`config.mk`:
```
export PLATFORM = sky130hd
export DESIGN_NAME = decimal_text_number_parser
export DESIGN_NICKNAME = d
export VERILOG_FILES = /design/src/rtl/dtnp_pkg.sv /design/src/rtl/dtnp_char_step.sv /design/src/rtl/decimal_text_number_parser.sv
export SDC_FILE = /design/constraint.sdc
export NUM_CORES = 1
export LEC_CHECK = 0
export ABC_AREA = 1
export ABC_CLOCK_PERIOD_IN_PS = 4400
export BUFFER_PORTS_ARGS = -buffer_cell sky130_fd_sc_hd__clkbuf_2
export CORE_MARGIN = 1.5
export CORE_UTILIZATION = 53
export CTS_CLUSTER_DIAMETER = 100
export CTS_CLUSTER_SIZE = 12
export DETAILED_ROUTE_END_ITERATION = 10
export PLACE_DENSITY = 0.68
export SYNTH_ARGS = -nofsm -noshare
export SYNTH_HDL_FRONTEND = slang
export SYNTH_SLANG_ARGS = --single-unit
```
`constraint.sdc`:
```
create_clock -name clk -period 4.4 [get_ports clk]
set_clock_uncertainty 0.2 [all_clocks]
set_input_delay 0.88 -clock clk [delete_from_list [all_inputs] [get_ports clk]]
set_output_delay 0.88 -clock clk [all_outputs]
set_load 0.05 [all_outputs]
```
`src/rtl/dtnp_pkg.sv`:
```
// ----------------------------------------------------------------------------
// dtnp_pkg
// Shared types, character codes and byte classes of the decimal text parser.
// ----------------------------------------------------------------------------
`default_nettype none

package dtnp_pkg;

  // width of the fraction digit count (holds up to fifteen digits)
  localparam int FRAC_W = 4;

  localparam logic [7:0] ASCII_ZERO = 8'h30;
  localparam logic [7:0] ASCII_NINE = 8'h39;
  localparam logic [7:0] ASCII_DOT  = 8'h2e;
  localparam logic [7:0] ASCII_TAB  = 8'h09;
  localparam logic [7:0] ASCII_CR   = 8'h0d;
  localparam logic [7:0] ASCII_SPC  = 8'h20;
  localparam logic [7:0] ASCII_SLSH = 8'h2f;
  localparam logic [7:0] ASCII_COLN = 8'h3a;
  localparam logic [7:0] ASCII_AT   = 8'h40;
  localparam logic [7:0] ASCII_LBRK = 8'h5b;
  localparam logic [7:0] ASCII_BTCK = 8'h60;
  localparam logic [7:0] ASCII_LBRC = 8'h7b;
  localparam logic [7:0] ASCII_TILD = 8'h7e;

  // per-number control state
  typedef struct packed {
    logic [FRAC_W-1:0] frac_cnt;
    logic              started;
    logic              in_frac;
    logic              ovf;
  } dtnp_ctl_t;

  function automatic logic is_digit(input logic [7:0] c);
    return (c >= ASCII_ZERO) && (c <= ASCII_NINE);
  endfunction

  // whitespace or punctuation
  function automatic logic is_delim(input logic [7:0] c);
    return ((c >= ASCII_TAB) && (c <= ASCII_CR)) || (c == ASCII_SPC) ||
           ((c >  ASCII_SPC) && (c <= ASCII_SLSH)) ||
           ((c >= ASCII_COLN) && (c <= ASCII_AT)) ||
           ((c >= ASCII_LBRK) && (c <= ASCII_BTCK)) ||
           ((c >= ASCII_LBRC) && (c <= ASCII_TILD));
  endfunction

endpackage

`default_nettype wire

```
`src/rtl/dtnp_char_step.sv`:
```
// ----------------------------------------------------------------------------
// dtnp_char_step
// Next number state for one text byte: digit accumulate, point, delimiter.
// ----------------------------------------------------------------------------
`default_nettype none

module dtnp_char_step
  import dtnp_pkg::*;
#(
  parameter int MANTISSA_BITS = 48,
  parameter int MAX_FRAC      = 9
) (
  input  wire logic [7:0]               text_byte,
  input  wire logic                     end_of_text,
  input  wire logic [MANTISSA_BITS-1:0] acc,
  input  wire dtnp_ctl_t                ctl,
  output logic      [MANTISSA_BITS-1:0] acc_upd,
  output dtnp_ctl_t                     ctl_upd,
  output logic                          emit
);

  localparam int PROD_W = MANTISSA_BITS + 4;

  logic [PROD_W-1:0] acc_wide;
  logic [PROD_W-1:0] prod;
  logic [3:0]        digit;
  logic              fits;
  logic              dig;
  logic              delim;
  logic              enter_frac;
  logic              delim_emit;

  assign digit    = 4'(text_byte - ASCII_ZERO);
  assign acc_wide = PROD_W'(acc);
  // acc * 10 + digit as two shifted terms
  assign prod     = (acc_wide << 3) + (acc_wide << 1) + PROD_W'(digit);
  assign fits     = (prod[PROD_W-1:MANTISSA_BITS] == '0);

  assign dig        = is_digit(text_byte);
  assign delim      = is_delim(text_byte);
  assign enter_frac = (text_byte == ASCII_DOT) && ctl.started && !ctl.in_frac;
  assign delim_emit = delim && !enter_frac && ctl.started;

  always_comb begin
    acc_upd = acc;
    ctl_upd = ctl;
    if (dig) begin
      ctl_upd.started = 1'b1;
      if (!ctl.in_frac) begin
        if (fits) begin
          acc_upd = prod[MANTISSA_BITS-1:0];
        end else begin
          acc_upd     = '1;
          ctl_upd.ovf = 1'b1;
        end
      end else if ((ctl.frac_cnt < FRAC_W'(MAX_FRAC)) && fits) begin
        acc_upd          = prod[MANTISSA_BITS-1:0];
        ctl_upd.frac_cnt = ctl.frac_cnt + 1'b1;
      end else begin
        ctl_upd.ovf = 1'b1;
      end
    end else if (enter_frac) begin
      ctl_upd.in_frac = 1'b1;
    end
  end

  // a delimiter leaves the state alone, so the updated state is what goes out
  assign emit = delim_emit || (end_of_text && ctl_upd.started);

endmodule

`default_nettype wire

```
`src/rtl/decimal_text_number_parser.sv`:
```
// ----------------------------------------------------------------------------
// decimal_text_number_parser
// Pulls unsigned decimal numbers out of an ASCII byte stream as fixed point.
// ----------------------------------------------------------------------------
// One text byte per request on the slave side, one number per request on the
// master side. A byte is taken every cycle while results are being drained;
// each byte passes an input register and one step of accumulate logic (a
// multiply by ten as shift-and-add plus a fit check) into the result
// register, which takes a number from the delimiter, point or last byte
// that ends it. Whitespace and punctuation end a number, the first
// '.' after a digit starts the fraction, other bytes are ignored, and tlast
// flushes a pending number. value = mantissa / 10^fraction_digits. The
// mantissa saturates at all ones on overflow, fraction digits past MAX_FRAC
// are dropped, and either case sets the overflowed flag in tuser.
`default_nettype none

module decimal_text_number_parser
  import dtnp_pkg::*;
#(
  parameter int MANTISSA_BITS = 48,
  parameter int MAX_FRAC      = 9
) (
  input  wire logic clk,
  input  wire logic rst,
  // byte stream
  input  wire logic       s_axis_tvalid,
  output logic            s_axis_tready,
  input  wire logic [7:0] s_axis_tdata,   // text_byte
  input  wire logic       s_axis_tlast,   // end_of_text
  // number stream
  output logic                                         m_axis_tvalid,
  input  wire logic                                    m_axis_tready,
  output logic [((MANTISSA_BITS+FRAC_W+7)/8)*8-1:0]    m_axis_tdata,
  // m_axis_tdata: mantissa, fraction_digits, zero pad
  output logic                                         m_axis_tuser   // overflowed
);

  localparam int TDATA_W = ((MANTISSA_BITS + FRAC_W + 7) / 8) * 8;

  // input register
  logic       in_valid;
  logic [7:0] in_byte;
  logic       in_last;

  // number state
  logic [MANTISSA_BITS-1:0] acc;
  dtnp_ctl_t                ctl;

  // step results
  logic [MANTISSA_BITS-1:0] acc_upd;
  dtnp_ctl_t                ctl_upd;
  logic                     emit;

  // result register
  logic                     out_valid;
  logic [MANTISSA_BITS-1:0] out_mant;
  logic [FRAC_W-1:0]        out_frac;
  logic                     out_ovf;

  logic advance;
  logic accept;

  // the held byte moves on whenever the result register is free or draining
  assign advance       = !out_valid || m_axis_tready;
  assign s_axis_tready = !in_valid || advance;
  assign accept        = s_axis_tvalid && s_axis_tready;

  dtnp_char_step #(
    .MANTISSA_BITS(MANTISSA_BITS),
    .MAX_FRAC     (MAX_FRAC)
  ) u_step (
    .text_byte  (in_byte),
    .end_of_text(in_last),
    .acc        (acc),
    .ctl        (ctl),
    .acc_upd    (acc_upd),
    .ctl_upd    (ctl_upd),
    .emit       (emit)
  );

  // input register
  always_ff @(posedge clk) begin
    if (rst) begin
      in_valid <= 1'b0;
    end else if (s_axis_tready) begin
      in_valid <= s_axis_tvalid;
    end
    if (accept) begin
      in_byte <= s_axis_tdata;
      in_last <= s_axis_tlast;
    end
  end

  // number state, cleared once a number goes out
  always_ff @(posedge clk) begin
    if (rst) begin
      acc <= '0;
      ctl <= '0;
    end else if (in_valid && advance) begin
      if (emit) begin
        acc <= '0;
        ctl <= '0;
      end else begin
        acc <= acc_upd;
        ctl <= ctl_upd;
      end
    end
  end

  // result register
  always_ff @(posedge clk) begin
    if (rst) begin
      out_valid <= 1'b0;
    end else if (advance) begin
      out_valid <= in_valid && emit;
    end
    if (advance && in_valid && emit) begin
      out_mant <= acc_upd;
      out_frac <= ctl_upd.frac_cnt;
      out_ovf  <= ctl_upd.ovf;
    end
  end

  assign m_axis_tvalid = out_valid;
  assign m_axis_tdata  = TDATA_W'({out_frac, out_mant});
  assign m_axis_tuser  = out_ovf;

endmodule

`default_nettype wire

```
## Yosys cells after proc, flatten, opt, wreduce, memory -nomap -nowiden

Cells that the tools add are included.

| cells by class | value |
|---|---|
| add/subtract/negate cells | 4 |
| order comparisons | 13 |
| equal/unequal tests | 3 |
| multiplexer cells | 15 |
| reduce and logical (&&, ||, !) cells | 31 |

Operators by type and width:

| cell | number |
|---|---|
| $mux 48 | 5 |
| $add 51x49->52 | 1 |
| $add 52x4->52 | 1 |
| $le 8x7->1 const B | 3 |
| $eq 8x6->1 const B | 2 |
| $ge 8x6->1 const B | 2 |
| $ge 8x7->1 const B | 2 |
| $le 8x6->1 const B | 2 |
| $logic_and 1x1->1 | 16 |
| $ge 8x4->1 const B | 1 |
| $gt 8x6->1 const B | 1 |
| $le 8x4->1 const B | 1 |
| $logic_or 1x1->1 | 8 |
| $mux 4 | 2 |
| $mux 7 | 1 |
| $mux 1 | 6 |
| $mux 5 | 1 |
| $add 4x1->4 const B | 1 |
| $logic_not 1->1 | 4 |
| $logic_not 4->1 | 1 |
| $lt 4x4->1 const B | 1 |
| $sub 4x1->4 const B | 1 |
| $reduce_and 3->1 | 1 |
| $ne 2x2->1 const B | 1 |
| $reduce_bool 2->1 | 1 |

| storage, ports and cells | value |
|---|---|
| bits in registers | 119 |
| word-level logic and storage cells | 78 |

## Logic depth before layout (Yosys ltp)

Gate-level depths: netlist of the first run.

| depth | value |
|---|---|
| word-level depth | 12 |
| gate-level depth with buffers | 24 |

## Hierarchy

Synthesis of the first run repeated with hierarchy kept, for this count alone.

| second synthesis, totals | value |
|---|---|
| cells, all modules | 1588 |
| area total of the unflattened synthesis | 10451.3 sq um |

Modules (own cells, without submodules):

| module | instances | cells each | area an instance (sq um) | sequential area each (sq um) |
|---|---|---|---|---|
| dtnp_char_step | 1 | 1126 | 5948.2 | 0.0 |
| decimal_text_number_parser | 1 | 462 | 4503.1 | 3002.9 |

## Least setup slack after synthesis of the first run

No wires, ideal clock.

| timing path | value |
|---|---|
| path kind | register to register |
| start | register in_byte[3] |
| end | register out_mant[38], data pin |
| library setup time | 0.262 ns |
| arrival | 3.083 ns |
| required time | 3.938 ns |
| setup slack | 0.855 ns |
| stages on the path, launching flop included | 21 |
| cells stage by stage | edfxtp_1 -> fa_1 -> inv_1 -> fa_1 -> inv_1 -> nand3_1 -> nand2_1 -> nand2_1 -> nand2_1 -> nand2_1 -> nand2_2 -> nand2_2 -> nand4_1 -> nand2_2 -> nor2_8 -> nand2_2 -> nor2_8 -> buf_4 -> nand2_1 -> nand2_1 -> a21boi_0 |

| between the ends | value |
|---|---|
| longest elaborated chain between the ends | 7 |
| elaborated cells between the ends (all ways) | 11 |
| classes of those cells | add/sub: 2; order compare: 2; mux: 4; reduce/logical: 3 |

RTL lines:

| element | RTL line | source |
|---|---|---|
| start, declared | decimal_text_number_parser.sv:42 | `logic [7:0] in_byte;` |
| start signal, assigned | decimal_text_number_parser.sv:89 | `in_byte <= s_axis_tdata;` |
| $sub 4x1->4 | dtnp_char_step.sv:33 | `assign digit = 4'(text_byte - ASCII_ZERO);` |
| $add 52x4->52 | dtnp_char_step.sv:36 | `assign prod = (acc_wide << 3) + (acc_wide << 1) + PROD_W'(digit);` |
| $logic_not 4->1 | dtnp_char_step.sv:37 | `assign fits = (prod[PROD_W-1:MANTISSA_BITS] == '0);` |
| $logic_and 1x1->1 | dtnp_char_step.sv:56 | `end else if ((ctl.frac_cnt < FRAC_W'(MAX_FRAC)) && fits) begin` |
| $mux 48 | dtnp_char_step.sv:56 |  |
| $mux 48 | dtnp_char_step.sv:49 | `if (!ctl.in_frac) begin` |
| $mux 48 * | dtnp_char_step.sv:47 | `if (dig) begin` |
| named net acc_upd[38] | decimal_text_number_parser.sv:50 | `logic [MANTISSA_BITS-1:0] acc_upd;` |
| end signal, assigned | decimal_text_number_parser.sv:118 | `out_mant <= acc_upd;` |
| end, declared | decimal_text_number_parser.sv:56 | `logic [MANTISSA_BITS-1:0] out_mant;` |

The timed path passes the listed nets; every way through them passes the cells marked *.
A chain may end at the register's enable or synchronous reset.

## Worst setup path after layout of the first run

| timing path | value |
|---|---|
| start | register in_byte[3] |
| end | register out_mant[39], data pin |

Same word-level chain as after synthesis.

==> results.cfg, run 1 <==
[status]
outcome = completed

[timing]
drv_slew = 0
finalHoldViolations = 0
post-route-period-util_pct = 93.2
layout_setup_ws_ns = 0.301
whs_ns = 0.277
period_needed_ns = 4.10
setup_violations = 0
relSlewSlack_pct = 46.1
fin_tns_setup_ns = 0
rsz0062_at_grt = false
max_slew.worst_pin.slew_ns = 0.806
fmax_mhz = 244

[synthesis]
synth_top_area_share_pct = 20.3
synth_seq_area_share_pct = 27.5
synth_top_area_cell = nand2_1
ys_ff_latch = 119
syn_inst = 1710
yosysUniqueCellTypes = 43
synth_area_leaders = nand2_1, edfxtp_1, ha_1, dfxtp_1, inv_1
syn_area_um2 = 10900
ys.warnings.count = 0
syn_area_per_cell_um2 = 6.38

[setup_path]
critPathKind = flop to flop
slowest_stage = fa_1
critical_path.max_fanout = 28
cpPeakStageDelay_ns = 0.59
rr_worst_depth = 19
start_kind = flop
crit_top_cell = nand2_1
arrival_ns = 4.07
timing.rr.start = in_byte[3]
end_kind = flop
critical-path-top-delay-family = simple AND/OR/NAND/NOR gates
cp.buffers_inverters = 2
crit_chain = fa_1 -> inv_1 -> fa_1 -> inv_1 -> nand3_1 -> nand2_1 -> nand2_1 -> nand2_1 -> nand2_1 -> nand2_2 -> nand2_2 -> nand4_1 -> nand2_2 -> nor2_8 -> nand2_2 -> nor2_8 -> nand2_1 -> nand2_1 -> a21boi_0
cp.depth = 19
r2r_slack_ns = 0.30
cp.required_ns = 4.37
startpoint = in_byte[3]

[drt]
wl_met1_um = 16000
routed_wl_um = 34800
wl_per_cell_um = 17.0
drtIter0Drc = 950
num_vias = 11200
wl_met3_um = 2430
postRouteAntennaNets = 0
viasPerCell = 5.47
drc = 0
dr.pass1.iters = 6
met2_length_um = 15400
top_layer = met4

[floorplanning]
io_pins = 72
die_area_um2 = 21500
initial_utilization_pct = 53.9
fp.coreArea_um2 = 20200
die_h_um = 146
die_w_um = 146
fp-row-count = 52

[place]
io_buffers = 67
place_ws_ns = 0.355
placed_cell_area_um2 = 11500
dp_hpwl_um = 26500
dp.cells = 2018
routabilityCongestion = 0.996

[clock_tree]
ctsHoldBuffers = 0
clkTransAtPathRegs_ns = 0.07
root_buffer = clkbuf_16
cts_buffer_depth = 2
cts_tree = done
clk-insertion-delay-late_ns = 0.43
cts_resized = 0
cts_setup_buffers = 0
cts_made_buffers = 17
cts.sinks = 119
htree_levels = 4

[pwr]
peakVddDrop_mv = 0.209
power_leakage_nw = 6.41
cellPowerDensity_nw_per_um2 = 232
fin_total_pwr_mw = 2.80

[min_path]
min_path_type = flop to flop
min_from = ctl[6]
whs_path_depth = 2

[cells_and_area]
antenna_cells = 0
final_common_cell = nand2_1
final_core_util_pct = 59.7
fin_area_um2 = 12100
stdcell_count = 2050
area_growth_pct = 10.8
final_cell_mix = nand2_1, inv_1, a21oi_1, nand3_1, nor2_1
nets = 1879
layout-drive-gt1-share_pct = 10.5

[global_routing]
grt_pass1_vias = 10200
grt_pass1_wl_um = 54400
antenna_found_initial = 1
grt-ovfl-total = 0
grt_max_degree = 54
grt_use_total_pct = 32.6

[run]
maxCapViolations = 0
[synth_stat cells, drive strengths merged]
cell and number:
a22oi 1, clkinv 3, or2 2, o21ai 18, nor2 139, fa 2
o21bai 16, nand2 603, dfxtp 57, a21oi 148, xor2 22, a21o 1
nand3 138, and2 1, dlygate4sd1 1, xnor2 10, o211ai 1, a21boi 5
clkbuf 20, edfxtp 62, conb 1, nor3 11, nor4 2, o22ai 1
buf 33, a2111oi 1, inv 256, nand4 55, a31oi 3, ha 97
[registers in the layout, summed over array words and instances, names as in the netlist]
register	count
acc	48
out_mant	48
in_valid	1
ctl	7
out_frac	4
m_axis_tuser	1
in_last	1
in_byte	8
m_axis_tvalid	1
[tightest hold or removal path, cell delays in order (launching register included)]
cell and delay, ns:
dfxtp_1 0.31, nand2_1 0.06, a21oi_1 0.06
[cells by family (layout without fill, tap and decap cells)]
| kind of cell | Yosys count | after routing | synth area share, % |
|---|---|---|---|
| AND/OR/NAND/NOR | 951 | 951 | 37.1 |
| buffers and inverters | 313 | 380 | 11.6 |
| AO/OA/AOI/OAI | 195 | 195 | 9.61 |
| flip-flops | 119 | 119 | 27.5 |
| adder cells (fa/ha/maj) | 99 | 99 | 11.5 |
| XOR/XNOR | 32 | 32 | 2.57 |
| other | 1 | 4 | 0.0344 |
[layer usage]
layer	GRT usage, %	vias up
li1	-	5613
met1	46.1	5096
met2	51.8	443
met3	3.66	70
met4	10.8	0
met5	0	-
[path summary, 6_finish.rpt]
| kind | endpoint |
|---|---|
| setup / recovery | out_mant[39] |
| hold / removal | ctl[6] |
| setup reg to reg | out_mant[39] |
| hold reg to reg | ctl[6] |
[power breakdown]
group	total (mW)	switching [mW]	internal, mW
Clock	1.47	0.616	0.851
Combinational	0.157	0.113	0.0444
Sequential	1.18	0.0103	1.17
Total	2.80	0.739	2.07
[area by class of cell]
cell class                 count  area, um^2
multi-input combinational   1281        6670
inverter                     259         972
clock buffer                  18         429
clock inverter                14         164
timing repair buffer          89         513
fill                        1964        8150
tap                          270         338
sequential                   119        3000
Power figures use the tool's default switching activity.
==> run 2: changes to the inputs <==
--- a/config.mk
+++ b/config.mk
@@ -9,11 +9,11 @@
 export ABC_CLOCK_PERIOD_IN_PS = 4400
 export BUFFER_PORTS_ARGS = -buffer_cell sky130_fd_sc_hd__clkbuf_2
 export CORE_MARGIN = 1.5
-export CORE_UTILIZATION = 53
+export CORE_UTILIZATION = 30
 export CTS_CLUSTER_DIAMETER = 100
 export CTS_CLUSTER_SIZE = 12
 export DETAILED_ROUTE_END_ITERATION = 10
-export PLACE_DENSITY = 0.68
+export PLACE_DENSITY = 0.42
 export SYNTH_ARGS = -nofsm -noshare
 export SYNTH_HDL_FRONTEND = slang
 export SYNTH_SLANG_ARGS = --single-unit
==> constraint.sdc (replaced) <==
create_clock -name clk -period 4.4 [get_ports clk]
set_clock_uncertainty 0.2 [all_clocks]
set_input_delay 0.44 -clock clk [delete_from_list [all_inputs] [get_ports clk]]
set_output_delay 0.44 -clock clk [all_outputs]
set_load 0.05 [all_outputs]
==> run 2 against run 1 <==
Compared with the run above: non-clock buffer count grew 10; global-route usage shrank 11 points; via count shrank 2.8%; highest routed layer unchanged; worst hold slack lost 0.24 ns; the flow now finishes with violations (DRC); fmax grew 3.6%; clock power grew 11%; critical endpoint is now out_mant[1]; register-to-register slack gained 0.14 ns; final area grew 3.5%.
==> results.cfg, run 2 (synthesized netlist as in run 1, its figures left out) <==
[clock_tree]
cts.sinks = 119
cts_tree = done
cts_resized = 0
cts_made_buffers = 17
clkTransAtPathRegs_ns = 0.07
cts_setup_buffers = 0
clk-insertion-delay-late_ns = 0.45
htree_levels = 4
cts_buffer_depth = 2
root_buffer = clkbuf_16

[setup_path]
cp.required_ns = 4.39
rr_worst_depth = 18
timing.rr.start = in_byte[3]
slowest_stage = fa_1
crit_top_cell = nand2_1
r2r_slack_ns = 0.44
critPathKind = flop to flop
crit_chain = fa_1 -> inv_1 -> fa_1 -> inv_1 -> nand3_1 -> nand2_1 -> nand2_1 -> nand2_1 -> nand2_1 -> nand2_2 -> nand2_2 -> nand4_1 -> nand2_2 -> nor2_8 -> buf_4 -> nand3_1 -> a21oi_1 -> a21oi_1
rr_endpoint = out_mant[1]
cpPeakStageDelay_ns = 0.61
critical_path.max_fanout = 24
arrival_ns = 3.94
start_kind = flop
end_kind = flop

[min_path]
min_path_type = input port to flop
min_from = s_axis_tvalid
whs_path_depth = 3
worstHoldEndpoint = in_valid

[global_routing]
grt_pass1_wl_um = 62500
grt_max_degree = 55
grt_pass1_vias = 10600
antenna_found_initial = 0
grt_use_total_pct = 21.8
grt-ovfl-total = 0

[place]
io_buffers = 67
routabilityCongestion = 0.919
placed_cell_area_um2 = 11800
dp_hpwl_um = 31200
dp.cells = 2210

[timing]
fin_tns_setup_ns = 0
whs_ns = 0.0396
setup_violations = 0
rsz0062_at_grt = false
relSlewSlack_pct = 45.5
period_needed_ns = 3.96
post-route-period-util_pct = 89.9
max_slew.worst_pin.slew_ns = 0.818
drv_slew = 0
finalHoldViolations = 0
fmax_mhz = 253

[drt]
dr.pass1.iters = 9
viasPerCell = 4.85
drc = 6
postRouteAntennaNets = 0
routed_wl_um = 40100
wl_per_cell_um = 17.8
drtIter0Drc = 666
num_vias = 10900

[floorplanning]
fp.coreArea_um2 = 35700
die_w_um = 194
io_pins = 72
initial_utilization_pct = 30.6
die_area_um2 = 37500
fp-row-count = 69
die_h_um = 194

[pwr]
power.share.combinational_pct = 5.7
p_clk_share_pct = 54.6
share_seq_of_total_power_pct = 39.7
fin_total_pwr_mw = 2.98
peakVddDrop_mv = 0.221
p_int_mw = 2.28
swShare_pct = 23.4
power_leakage_nw = 6.49
cellPowerDensity_nw_per_um2 = 238
switchingPower_mw = 0.698

[status]
outcome = complete, but fails checks
violations = DRC

[cells_and_area]
regArea_um2 = 3000
nets = 1889
final_common_cell = nand2_1
antenna_cells = 0
multi_input_area_um2 = 6670
layout-drive-gt1-share_pct = 10.4
largest_registers = acc (48), out_mant (48), in_byte (8)
area_growth_pct = 14.7
final_cell_mix = nand2_1, inv_1, a21oi_1, nand3_1, nor2_1
fin_area_um2 = 12500
fillers = 3919
stdcell_count = 2250

[run]
maxCapViolations = 0
## run 2: cell type report
cell class | instances | area share (%)
multi-input combinational | 1281 | 53.3
sequential | 119 | 24.0
inverter | 259 | 7.77
timing repair buffer | 99 | 5.08
tap | 461 | 4.61
clock buffer | 19 | 3.46
clock inverter | 12 | 1.80
## run 2: stage by stage
stage	util [%]	worst slack (ns)
6_report	35.1	0.444
5_1_grt	35.1	0.180
4_1_cts	35.1	0.450
3_5_place_dp	33.0	0.480
3_3_place_gp	33.0	0.467
2_1_floorplan	-	0.855
## run 2: worst max path at each step
stage / start / endpoint / cells past startpoint / slack, ns
floorplan: in_byte[3] / out_mant[38] / 20 / 0.85
global placement: acc[5] / out_mant[44] / 16 / 0.47
detailed placement: in_byte[3] / out_mant[1] / 18 / 0.48
CTS: in_byte[3] / out_mant[1] / 18 / 0.45
global route: in_byte[3] / acc[1] / 20 / 0.18
finish: in_byte[3] / out_mant[1] / 18 / 0.44
## run 2: critical path, delay by kind of cell (launching register included)
kind                       cells  cell delay, ns
AOI/OAI and AO/OA              2            0.33
adders and majority gates      2            1.09
buffers and inverters          3            0.49
DFF                            1            0.44
and+or+nand+nor               11            1.16
## run 2: routing by layer
metal	GRT usage, %	vias up	routed length [um]
li1	-	5635	-
met2	35.2	205	18100
met5	0	-	0
met4	7.09	0	812
met1	30.2	5033	20000
met3	2.52	33	1210
## run 2: timing repair
item / in CTS / in global routing
hold buffers: 9 / 0
endpoints found under the hold margin: 9 / 0
setup endpoints to repair: 0 / 0
## run 2: power by group through the flow
stage | sequential, mW | combinational, mW | clock [mW]
2_1_floorplan | 1.20 | 0.113 | 0
6_report | 1.18 | 0.170 | 1.63
5_1_grt | 1.18 | 0.188 | 1.70
4_1_cts | 1.18 | 0.172 | 1.66
3_3_place_gp | 1.21 | 0.164 | 0
3_5_place_dp | 1.21 | 0.164 | 0
